<file path="config.mk">
export PLATFORM = sky130hd
export DESIGN_NAME = sha256_sha224_hash
export DESIGN_NICKNAME = d
export VERILOG_FILES = /design/src/rtl/core/sha2h_pkg.sv /design/src/rtl/core/sha2h_round.sv /design/src/rtl/core/sha2h_sched.sv /design/src/rtl/core/sha256_sha224_hash.sv
export SDC_FILE = /design/constraint.sdc
export NUM_CORES = 2
export LEC_CHECK = 0
export BUFFER_PORTS_ARGS = -buffer_cell sky130_fd_sc_hd__buf_2
export CAP_MARGIN = 30
export CORE_AREA = 3 3 476 478
export DETAILED_ROUTE_END_ITERATION = 16
export DIE_AREA = 0 0 479 481
export PLACE_DENSITY_LB_ADDON = 0.08
export SYNTH_ARGS = -nofsm -noshare
export SYNTH_HDL_FRONTEND = slang
export SYNTH_HIERARCHICAL = 1
export SYNTH_SLANG_ARGS = --single-unit
</file>
<file path="constraint.sdc">
create_clock -name i_clk -period 19.8 [get_ports i_clk]
set_input_delay 3.96 -clock i_clk [delete_from_list [all_inputs] [get_ports i_clk]]
set_output_delay 3.96 -clock i_clk [all_outputs]
set_load 0.005 [all_outputs]
</file>
<file path="src/rtl/core/sha2h_pkg.sv">
// ---------------------------------------------------------------------------
// SHA-256 / SHA-224 hasher package
// Round constants, initial values, register indexes and a rotate-right helper.
// ---------------------------------------------------------------------------
package sha2h_pkg;

    localparam int unsigned CFG_IDX_W = 8;
    localparam logic [CFG_IDX_W-1:0] REG_SHORT_MODE   = 8'd0;
    localparam logic [CFG_IDX_W-1:0] REG_DIGEST_BYTES = 8'd1;

    localparam logic [7:0] PAD_BYTE = 8'h80;

    function automatic logic [31:0] round_k(input logic [5:0] r);
        logic [31:0] k;
        case (r)
            6'd0:  k = 32'h428a2f98; 6'd1:  k = 32'h71374491;
            6'd2:  k = 32'hb5c0fbcf; 6'd3:  k = 32'he9b5dba5;
            6'd4:  k = 32'h3956c25b; 6'd5:  k = 32'h59f111f1;
            6'd6:  k = 32'h923f82a4; 6'd7:  k = 32'hab1c5ed5;
            6'd8:  k = 32'hd807aa98; 6'd9:  k = 32'h12835b01;
            6'd10: k = 32'h243185be; 6'd11: k = 32'h550c7dc3;
            6'd12: k = 32'h72be5d74; 6'd13: k = 32'h80deb1fe;
            6'd14: k = 32'h9bdc06a7; 6'd15: k = 32'hc19bf174;
            6'd16: k = 32'he49b69c1; 6'd17: k = 32'hefbe4786;
            6'd18: k = 32'h0fc19dc6; 6'd19: k = 32'h240ca1cc;
            6'd20: k = 32'h2de92c6f; 6'd21: k = 32'h4a7484aa;
            6'd22: k = 32'h5cb0a9dc; 6'd23: k = 32'h76f988da;
            6'd24: k = 32'h983e5152; 6'd25: k = 32'ha831c66d;
            6'd26: k = 32'hb00327c8; 6'd27: k = 32'hbf597fc7;
            6'd28: k = 32'hc6e00bf3; 6'd29: k = 32'hd5a79147;
            6'd30: k = 32'h06ca6351; 6'd31: k = 32'h14292967;
            6'd32: k = 32'h27b70a85; 6'd33: k = 32'h2e1b2138;
            6'd34: k = 32'h4d2c6dfc; 6'd35: k = 32'h53380d13;
            6'd36: k = 32'h650a7354; 6'd37: k = 32'h766a0abb;
            6'd38: k = 32'h81c2c92e; 6'd39: k = 32'h92722c85;
            6'd40: k = 32'ha2bfe8a1; 6'd41: k = 32'ha81a664b;
            6'd42: k = 32'hc24b8b70; 6'd43: k = 32'hc76c51a3;
            6'd44: k = 32'hd192e819; 6'd45: k = 32'hd6990624;
            6'd46: k = 32'hf40e3585; 6'd47: k = 32'h106aa070;
            6'd48: k = 32'h19a4c116; 6'd49: k = 32'h1e376c08;
            6'd50: k = 32'h2748774c; 6'd51: k = 32'h34b0bcb5;
            6'd52: k = 32'h391c0cb3; 6'd53: k = 32'h4ed8aa4a;
            6'd54: k = 32'h5b9cca4f; 6'd55: k = 32'h682e6ff3;
            6'd56: k = 32'h748f82ee; 6'd57: k = 32'h78a5636f;
            6'd58: k = 32'h84c87814; 6'd59: k = 32'h8cc70208;
            6'd60: k = 32'h90befffa; 6'd61: k = 32'ha4506ceb;
            6'd62: k = 32'hbef9a3f7; default: k = 32'hc67178f2;
        endcase
        return k;
    endfunction

    function automatic logic [31:0] init_word(input logic short_mode,
                                              input logic [2:0] idx);
        logic [31:0] v;
        case ({short_mode, idx})
            4'd0:  v = 32'h6a09e667; 4'd1:  v = 32'hbb67ae85;
            4'd2:  v = 32'h3c6ef372; 4'd3:  v = 32'ha54ff53a;
            4'd4:  v = 32'h510e527f; 4'd5:  v = 32'h9b05688c;
            4'd6:  v = 32'h1f83d9ab; 4'd7:  v = 32'h5be0cd19;
            4'd8:  v = 32'hc1059ed8; 4'd9:  v = 32'h367cd507;
            4'd10: v = 32'h3070dd17; 4'd11: v = 32'hf70e5939;
            4'd12: v = 32'hffc00b31; 4'd13: v = 32'h68581511;
            4'd14: v = 32'h64f98fa7; default: v = 32'hbefa4fa4;
        endcase
        return v;
    endfunction

    function automatic logic [31:0] rotr(input logic [31:0] x, input int unsigned n);
        return (x >> n) | (x << (32 - n));
    endfunction

    typedef logic [7:0][31:0] t_words;

    // Control from the sequencer to the round datapath.
    typedef struct packed {
        logic       load;    // copy hash words into working words
        logic       round;   // run one round
        logic       add;     // fold working words into hash words
        logic       init;    // load initial values
        logic       mode;
        logic [5:0] rnd;
        logic [31:0] w;
    } t_rctl;

endpackage

</file>
<file path="src/rtl/core/sha2h_round.sv">
// ---------------------------------------------------------------------------
// SHA-2 round datapath
// Holds hash and working words and applies one compression round a cycle while round is set.
// ---------------------------------------------------------------------------
module sha2h_round (
    input  logic               i_clk,
    input  logic               i_rst_n,
    input  sha2h_pkg::t_rctl   i_ctl,
    output sha2h_pkg::t_words  o_hash
);
    sha2h_pkg::t_words r_h, r_v;
    logic [31:0] t1, t2, s1, s0, ch, maj;

    always_comb begin
        s1  = sha2h_pkg::rotr(r_v[4], 6) ^ sha2h_pkg::rotr(r_v[4], 11)
            ^ sha2h_pkg::rotr(r_v[4], 25);
        ch  = (r_v[4] & r_v[5]) ^ (~r_v[4] & r_v[6]);
        t1  = r_v[7] + s1 + ch + sha2h_pkg::round_k(i_ctl.rnd) + i_ctl.w;
        s0  = sha2h_pkg::rotr(r_v[0], 2) ^ sha2h_pkg::rotr(r_v[0], 13)
            ^ sha2h_pkg::rotr(r_v[0], 22);
        maj = (r_v[0] & r_v[1]) ^ (r_v[0] & r_v[2]) ^ (r_v[1] & r_v[2]);
        t2  = s0 + maj;
    end

    always_ff @(posedge i_clk) begin
        if (!i_rst_n || i_ctl.init) begin
            for (int i = 0; i < 8; i++) begin
                r_h[i] <= sha2h_pkg::init_word(i_rst_n ? i_ctl.mode : 1'b0, 3'(i));
            end
        end else if (i_ctl.add) begin
            for (int i = 0; i < 8; i++) begin
                r_h[i] <= r_h[i] + r_v[i];
            end
        end
        if (i_ctl.load) begin
            r_v <= r_h;
        end else if (i_ctl.round) begin
            r_v[7] <= r_v[6]; r_v[6] <= r_v[5]; r_v[5] <= r_v[4];
            r_v[4] <= r_v[3] + t1;
            r_v[3] <= r_v[2]; r_v[2] <= r_v[1]; r_v[1] <= r_v[0];
            r_v[0] <= t1 + t2;
        end
    end

    assign o_hash = r_h;
endmodule

</file>
<file path="src/rtl/core/sha2h_sched.sv">
// ---------------------------------------------------------------------------
// SHA-2 message schedule memory
// Sixteen schedule words in flip-flops; expansion word produced for the round.
// ---------------------------------------------------------------------------
module sha2h_sched (
    input  logic        i_clk,
    input  logic        i_wr,
    input  logic [3:0]  i_wr_idx,
    input  logic [31:0] i_wr_data,
    input  logic        i_step,
    input  logic [5:0]  i_rnd,
    output logic [31:0] o_w
);
    logic [15:0][31:0] r_w;
    logic [31:0] w2, w15, x;
    logic [3:0]  r4;

    always_comb begin
        r4  = i_rnd[3:0];
        w2  = r_w[r4 - 4'd2];
        w15 = r_w[r4 - 4'd15];
        x   = (sha2h_pkg::rotr(w2, 17) ^ sha2h_pkg::rotr(w2, 19) ^ (w2 >> 10))
            + r_w[r4 - 4'd7]
            + (sha2h_pkg::rotr(w15, 7) ^ sha2h_pkg::rotr(w15, 18) ^ (w15 >> 3))
            + r_w[r4];
        o_w = i_rnd[5:4] == 2'd0 ? r_w[r4] : x;
    end

    always_ff @(posedge i_clk) begin
        if (i_wr) begin
            r_w[i_wr_idx] <= i_wr_data;
        end else if (i_step && i_rnd[5:4] != 2'd0) begin
            r_w[r4] <= x;
        end
    end
endmodule

</file>
<file path="src/rtl/core/sha256_sha224_hash.sv">
// ---------------------------------------------------------------------------
// SHA-256 / SHA-224 byte-stream hasher
// Top level: byte buffer memory, padding and digest sequencer.
// ---------------------------------------------------------------------------
// Input transactions carry an optional message byte (tdata) with has_byte and
// end_of_message in tuser. Bytes are written into a 64-entry byte memory; a
// full block, and each padding block, is moved into the schedule registers
// four bytes at a time through the registered read port and then compressed
// with one round per cycle. A byte that fills a block therefore holds the
// input until that block is loaded, compressed and added into the hash words;
// other bytes leave the input ready for the next byte. The end of a
// message adds one or two blocks, after which digest bytes leave on the master
// side, one a transaction, last marked by tlast. A stalled receiver holds the
// digest byte in the output register; no new input is taken until the digest
// is out. Configuration writes (index 0: short_mode, index 1: digest_bytes)
// are taken at any cycle and should only be issued while idle. Reset loads
// the SHA-256 initial values, clears the byte count and selects a 32-byte
// digest.
// ---------------------------------------------------------------------------
module sha256_sha224_hash (
    input  logic        i_clk,
    input  logic        i_rst_n,
    input  logic        s_axis_tvalid,
    output logic        s_axis_tready,
    input  logic [7:0]  s_axis_tdata,   // data_byte
    input  logic [1:0]  s_axis_tuser,   // end_of_message (bit 1), has_byte (bit 0)
    output logic        m_axis_tvalid,
    input  logic        m_axis_tready,
    output logic [7:0]  m_axis_tdata,   // digest_byte
    output logic        m_axis_tlast,   // last_out
    input  logic        i_cfg_valid,
    output logic        o_cfg_ready,
    input  logic [sha2h_pkg::CFG_IDX_W-1:0] i_cfg_index,
    input  logic [7:0]  i_cfg_data
);
    localparam logic [2:0] ST_IDLE = 3'd0, ST_LOAD = 3'd1, ST_RUN = 3'd2,
                           ST_ADD = 3'd3, ST_PAD = 3'd4, ST_OUT = 3'd5;

    logic [2:0]  r_st;
    logic        r_mode;
    logic [5:0]  r_dlen;
    logic [60:0] r_cnt;
    logic [5:0]  r_pos;       // padding pointer
    logic [6:0]  r_ld;        // load counter
    logic [5:0]  r_rnd;
    logic        r_fin;       // message ending: padding in progress
    logic        r_lenblk;    // current padded block carries the length
    logic [5:0]  r_oi, r_on;
    logic [23:0] r_acc;
    logic [7:0]  r_mem [64];
    logic [7:0]  r_rd;
    logic [7:0]  n_wdata;
    logic        n_we;
    logic [5:0]  n_waddr;
    logic [63:0] bits;
    sha2h_pkg::t_rctl  ctl;
    sha2h_pkg::t_words hash;
    logic [31:0] sch_w;
    logic        in_acc, cfg_acc, sch_wr;
    logic [5:0]  lim;

    assign o_cfg_ready   = 1'b1;
    assign cfg_acc       = i_cfg_valid;
    assign s_axis_tready = r_st == ST_IDLE;
    assign in_acc        = s_axis_tvalid && s_axis_tready;
    assign bits          = {r_cnt, 3'b000};
    assign lim           = r_mode ? 6'd28 : 6'd32;

    // Byte memory: one write port, one registered read port.
    always_ff @(posedge i_clk) begin
        if (n_we) begin
            r_mem[n_waddr] <= n_wdata;
        end
        r_rd <= r_mem[r_ld[5:0]];
    end

    always_comb begin
        n_we    = 1'b0;
        n_waddr = r_pos;
        n_wdata = s_axis_tdata;
        if (r_st == ST_IDLE && in_acc && s_axis_tuser[0]) begin
            n_we    = 1'b1;
            n_waddr = r_cnt[5:0];
        end else if (r_st == ST_PAD) begin
            n_we = 1'b1;
            // In the block that carries the length, the top eight bytes are
            // always length, even where the marker sat there in the block
            // before.
            if (r_lenblk && r_pos >= 6'd56) begin
                n_wdata = bits[8*(7 - 32'(r_pos[2:0])) +: 8];
            end else if (r_pos == r_cnt[5:0]) begin
                n_wdata = sha2h_pkg::PAD_BYTE;
            end else begin
                n_wdata = 8'h00;
            end
        end
    end

    assign sch_wr = r_st == ST_LOAD && r_ld != 7'd0 && r_ld[1:0] == 2'd0;

    always_comb begin
        ctl       = '0;
        ctl.w     = sch_w;
        ctl.mode  = r_mode;
        ctl.rnd   = r_rnd;
        ctl.load  = r_st == ST_LOAD && r_ld == 7'd64;
        ctl.round = r_st == ST_RUN;
        ctl.add   = r_st == ST_ADD;
        ctl.init  = (cfg_acc && i_cfg_index == sha2h_pkg::REG_SHORT_MODE)
                  || (r_st == ST_OUT && r_oi == r_on);
        if (cfg_acc && i_cfg_index == sha2h_pkg::REG_SHORT_MODE) begin
            ctl.mode = i_cfg_data[0];
        end
    end

    sha2h_sched u_sched (
        .i_clk    (i_clk),
        .i_wr     (sch_wr),
        .i_wr_idx (4'(r_ld[5:2] - 4'd1)),
        .i_wr_data({r_acc, r_rd}),
        .i_step   (r_st == ST_RUN),
        .i_rnd    (r_rnd),
        .o_w      (sch_w)
    );

    sha2h_round u_round (
        .i_clk  (i_clk),
        .i_rst_n(i_rst_n),
        .i_ctl  (ctl),
        .o_hash (hash)
    );

    always_ff @(posedge i_clk) begin
        if (r_st == ST_LOAD) begin
            r_acc <= {r_acc[15:0], r_rd};
        end
        if (!i_rst_n) begin
            r_st <= ST_IDLE; r_mode <= 1'b0; r_dlen <= 6'd32; r_cnt <= '0;
            r_fin <= 1'b0; r_lenblk <= 1'b0; m_axis_tvalid <= 1'b0;
            r_pos <= '0; r_ld <= '0; r_rnd <= '0; r_oi <= '0; r_on <= '0;
        end else begin
            if (cfg_acc && i_cfg_index == sha2h_pkg::REG_SHORT_MODE) begin
                r_mode <= i_cfg_data[0];
                r_cnt  <= '0;
            end else if (cfg_acc && i_cfg_index == sha2h_pkg::REG_DIGEST_BYTES) begin
                r_dlen <= i_cfg_data[5:0];
            end
            case (r_st)
                ST_IDLE: begin
                    if (in_acc) begin
                        r_ld <= '0;
                        if (s_axis_tuser[0]) begin
                            r_cnt <= r_cnt + 61'd1;
                        end
                        if (s_axis_tuser[0] && r_cnt[5:0] == 6'd63) begin
                            r_fin    <= s_axis_tuser[1];
                            r_lenblk <= 1'b0;
                            r_st     <= ST_LOAD;
                        end else if (s_axis_tuser[1]) begin
                            r_fin <= 1'b1;
                            r_st  <= ST_PAD;
                            r_pos <= r_cnt[5:0] + 6'(s_axis_tuser[0]);
                            r_lenblk <= (r_cnt[5:0] + 6'(s_axis_tuser[0])) < 6'd56;
                        end
                    end
                end
                ST_PAD: begin
                    r_pos <= r_pos + 6'd1;
                    if (r_pos == 6'd63) begin
                        r_ld <= '0;
                        r_st <= ST_LOAD;
                    end
                end
                ST_LOAD: begin
                    r_ld <= r_ld + 7'd1;
                    if (r_ld == 7'd64) begin
                        r_rnd <= '0;
                        r_st  <= ST_RUN;
                    end
                end
                ST_RUN: begin
                    r_rnd <= r_rnd + 6'd1;
                    if (r_rnd == 6'd63) begin
                        r_st <= ST_ADD;
                    end
                end
                ST_ADD: begin
                    if (!r_fin) begin
                        r_st <= ST_IDLE;
                    end else if (!r_lenblk) begin
                        // One more block follows with the length; it also
                        // takes the marker when a full block ended the message.
                        r_lenblk <= 1'b1;
                        r_pos    <= 6'd0;
                        r_st     <= ST_PAD;
                    end else begin
                        r_fin <= 1'b0;
                        r_oi  <= '0;
                        r_on  <= r_dlen < lim ? r_dlen : lim;
                        r_st  <= ST_OUT;
                    end
                end
                ST_OUT: begin
                    if (!m_axis_tvalid || m_axis_tready) begin
                        if (r_oi == r_on) begin
                            m_axis_tvalid <= 1'b0;
                            r_cnt <= '0;
                            r_st  <= ST_IDLE;
                        end else begin
                            m_axis_tvalid <= 1'b1;
                            m_axis_tdata  <= hash[r_oi[4:2]][8*(3 - 32'(r_oi[1:0])) +: 8];
                            m_axis_tlast  <= r_oi + 6'd1 == r_on;
                            r_oi <= r_oi + 6'd1;
                        end
                    end
                end
                default: r_st <= ST_IDLE;
            endcase
        end
    end
endmodule

</file>
==> qor.yml <==
yosys:
  synth_net_count: 9843
  synth_area_per_cell_sq_um: 12.1
  post_synth_num_cell_types: 117
  synth_largest_type_area_fraction_pct: 42.4
  synthesis.instances: 9208
  synth_ff_type: "sky130_fd_sc_hd__edfxtp_1"
  synth.area.mux_share_pct: 17.7
  area_fraction_in_and_or_nand_and_nor_cells_after_synthesis_pct: 8.01
  synth-compound-area-share_pct: 12.9
  ys_warn_count: 6
  leading_area_contributor_after_synthesis: "sky130_fd_sc_hd__edfxtp_1"
  number_of_flops_mapped_to_enable_cells_by_yosys: 1569
  dominant_combinational_cell_family_by_area_after_synthesis: "multiplexers"
  post_synth_xor_area_fraction_pct: 4.73
  mappedNetlistArea_sq_mm: 0.111
  postSynth.asyncResetShare_pct: 0
  ys_ff_latch: 1682
  synth-seq-area-share_pct: 44.4
  synth.top_cells.by_area: "sky130_fd_sc_hd__edfxtp_1, sky130_fd_sc_hd__mux4_2, sky130_fd_sc_hd__ha_1, sky130_fd_sc_hd__fa_1, sky130_fd_sc_hd__o21ai_0"
  synth_adder_area_share_pct: 8.16
layout:
  most_used_cells_in_the_layout_excluding_fill_and_tap_cells: "sky130_fd_sc_hd__edfxtp_1, sky130_fd_sc_hd__mux4_2, sky130_fd_sc_hd__nand2_1"
  area.growth.synth_to_final_pct: 9.25
  mostFrequentLayoutCell: "sky130_fd_sc_hd__edfxtp_1"
  post_route_utilization_pct: 54.6
  layout_cell_share_with_drive_strength_beyond_1_pct: 18.1
  num-nets-final: 9669
  final.fill_count: 18700
clocking:
  cts-resized-gates: 0
  cts_made_buffers: 194
  max-clock-path-buffers: 3
  cts-hold-fix-buffers: 0
  clock_pin_slew_reported_for_the_worst_setup_and_hold_paths_after_clock_tree_synthesis_ns: 0.06
  clock_tree_from_tritoncts: "built"
  cts-htree-levels: 4
  numClockSinks: 1682
  clock_insertion_delay_worst_skew_ns: 0.90
  cts-root-buf: "sky130_fd_sc_hd__clkbuf_16"
  post-cts-setup-buffers: 0
floorplan:
  floorplan.die.height_um: 481
  die_area_sq_mm: 0.230
  boundaryPins: 43
  area_of_the_placeable_core_sq_mm: 0.222
  initial_util_pct: 50.0
  row_count: 173
  die-width_um: 479
setup_path:
  worst_path_max_delay_cell: "sky130_fd_sc_hd__a2111oi_0"
  cp_max_fo: 114
  cp_common_cell: "sky130_fd_sc_hd__inv_1"
  timing.rr.start: "r_rnd[0]"
  critical_path.max_stage_delay_ns: 0.95
  setup.worst_path.start_class: "register"
  required_ns: 20.38
  setup.worst_path.class: "register to register"
  worstRegToRegCells: 49
  worst_r2r_endpoint: "u_round/r_v[159]"
  crit_arrival_ns: 16.01
  end_kind: "register"
  rrSetupSlack_ns: 4.38
hold_path:
  hold-path-endpoint: "r_on[0]"
  hold_depth: 2
  holdCritPathClass: "register to register"
  min_from: "r_on[0]"
sta:
  final.period_utilization_pct: 77.9
  fmax_mhz: 64.8
  final-max-slew-violation-count: 0
  fin_skew_ns: 0.0745
  finalHoldWorstSlack_ns: 0.473
  timing.final.crit_period_ns: 15.42
  report.final.hold_viol_count: 0
  finalSetupTns_ns: 0
  setup_repair_after_global_routing_missed_its_margin: "no"
  slew-limit-headroom_pct: 20.8
  worst_pin_slew_ns: 1.16
  finalSetupViolCount: 0
grt:
  global_route.overflow_total: 0
  via_count_of_the_first_global_routing_pass: 80100
  first_pass_grt_wire_length_um: 570000
  globalRouteTotalUtil_pct: 33.9
  number_of_antenna_violations_at_the_first_check_in_global_routing: 16
  grt_max_degree: 177
power:
  power.internal_uw: 6340
  powerDensity_mw_per_mm2: 70.1
  power.combinational.fraction_pct: 9.0
  p_leak_uw: 0.0405
  ir_worst_vdd_v: 0.0000966
  fin_total_pwr_uw: 8520
  switching_power_uw: 2180
  sequential_share_of_power_pct: 48.0
  power_frac_clock_pct: 43.0
  switching_share_pct: 25.6
routing:
  drt_iter0_markers: 11600
  detail_route.wl_per_cell_um: 32.7
  drtAntennaViolNets: 0
  wire_length_reported_by_the_detailed_router_um: 398000
  number_of_design_rule_violations_left_after_detail_routing: 0
  drt_pre_antenna_iters: 9
  route.vias.total: 83800
  detail_route.vias_per_cell: 6.88
run:
  number_of_max_cap_violations: 0
place:
  placement.io_buffers: 39
  post-dp-hpwl_um: 264000
  gp_congestion: 0.987
run_status:
  status: "finished clean"
==> synth_stat cells (20+ instances only) <==
cell,n
sky130_fd_sc_hd__and4_1,20
sky130_fd_sc_hd__a31oi_1,68
sky130_fd_sc_hd__o21a_1,68
sky130_fd_sc_hd__nor2b_1,66
sky130_fd_sc_hd__a22oi_1,66
sky130_fd_sc_hd__nand2b_1,77
sky130_fd_sc_hd__buf_1,53
sky130_fd_sc_hd__mux2i_1,49
sky130_fd_sc_hd__o21ai_1,59
sky130_fd_sc_hd__a211oi_1,65
sky130_fd_sc_hd__inv_1,522
sky130_fd_sc_hd__mux2_2,230
sky130_fd_sc_hd__edfxtp_1,1569
sky130_fd_sc_hd__nand3_1,125
sky130_fd_sc_hd__xor2_1,264
sky130_fd_sc_hd__fa_1,195
sky130_fd_sc_hd__xnor2_1,314
sky130_fd_sc_hd__mux4_2,735
sky130_fd_sc_hd__o21ai_0,577
sky130_fd_sc_hd__a21o_1,204
sky130_fd_sc_hd__buf_2,79
sky130_fd_sc_hd__o211ai_1,41
sky130_fd_sc_hd__o22ai_1,403
sky130_fd_sc_hd__ha_1,409
sky130_fd_sc_hd__clkbuf_1,471
sky130_fd_sc_hd__nor2_1,419
sky130_fd_sc_hd__and2_1,37
sky130_fd_sc_hd__dfxtp_1,113
sky130_fd_sc_hd__nand2_1,716
sky130_fd_sc_hd__or2_2,25
sky130_fd_sc_hd__and3_1,54
sky130_fd_sc_hd__nor3b_1,30
sky130_fd_sc_hd__nand4_1,49
sky130_fd_sc_hd__o31ai_1,53
sky130_fd_sc_hd__o21bai_1,33
sky130_fd_sc_hd__a21oi_1,409
sky130_fd_sc_hd__nor3_1,123
sky130_fd_sc_hd__or3_1,45
==> power by group through the flow <==
stage	combinational, uW	clock [uW]	sequential (uW)
6_report	770	3660	4090
5_1_grt	832	3850	4090
4_1_cts	758	3710	4090
3_5_place_dp	753	0	4160
2_1_floorplan	515	0	4140
3_3_place_gp	735	0	4160
==> metrics by stage <==
stage,cells,setup slack (ns),instance area [sq um]
after global placement,11800,4.41,115000
after global routing,12200,3.79,121000
final,12200,4.38,121000
after floorplan,9208,5.60,111000
after detailed placement,11800,4.73,115000
after CTS,12200,4.68,121000
==> sequential cells by signal, indices dropped and copies added, names as in the netlist, 3 cells and up <==
| signal | flops |
|---|---|
| r_rd | 8 |
| r_mem | 512 |
| r_rnd | 6 |
| r_st | 3 |
| r_oi | 6 |
| r_acc | 24 |
| u_sched/r_w | 512 |
| u_round/o_hash | 256 |
| r_pos | 6 |
| r_cnt | 61 |
| r_dlen | 6 |
| r_on | 6 |
| u_round/r_v | 256 |
| m_axis_tdata | 8 |
| r_ld | 7 |
==> worst max-delay path, delay by kind of cell (launching register included) <==
kind	cells	cell delay [ns]
flops	1	0.62
xor+xnor	4	0.79
buf+inv	9	1.88
simple gates	7	1.40
compound gates	18	5.14
mux	2	1.21
fa+ha+maj	9	3.78
==> area by class of cell <==
cell class | count | area (sq um) | share of cell area, %
tap | 2975 | 3720 | 3.06
inverter | 528 | 1980 | 1.63
multi-input combinational | 6371 | 57800 | 47.6
timing repair buffer | 257 | 2100 | 1.73
clock inverter | 113 | 1310 | 1.08
antenna | 9 | 22.5 | 0.0185
sequential | 1682 | 49400 | 40.7
clock buffer | 248 | 5110 | 4.20
==> worst max path at each step <==
stage	to	depth (start not counted)	startpoint
2_1_floorplan	u_round/r_v[31]	62	r_rnd[0]
3_3_place_gp	u_round/r_v[31]	47	r_rnd[0]
3_5_place_dp	u_round/r_v[31]	47	r_rnd[0]
4_1_cts	u_round/r_v[31]	48	r_rnd[0]
5_1_grt	u_round/r_v[31]	48	r_rnd[0]
6_report	u_round/r_v[159]	49	r_rnd[0]
==> per-layer routing <==
metal  track usage, %  up-vias  wire [um]
met5            0.456        -        140
met4             11.4       10      15000
met3             9.61      818      49700
met2             49.2     5530     170000
met1             49.1    42400     163000
li1                 -    35100          -
==> logic make-up after synthesis <==
| family | count (synthesis) |
|---|---|
| fa+ha+maj | 609 |
| mux | 1015 |
| buf+inv | 1155 |
| compound gates | 2280 |
| other cells | 1 |
| simple gates | 1878 |
| xor+xnor | 588 |
| flops | 1682 |
No activity file was read; power rests on OpenSTA's default activity.
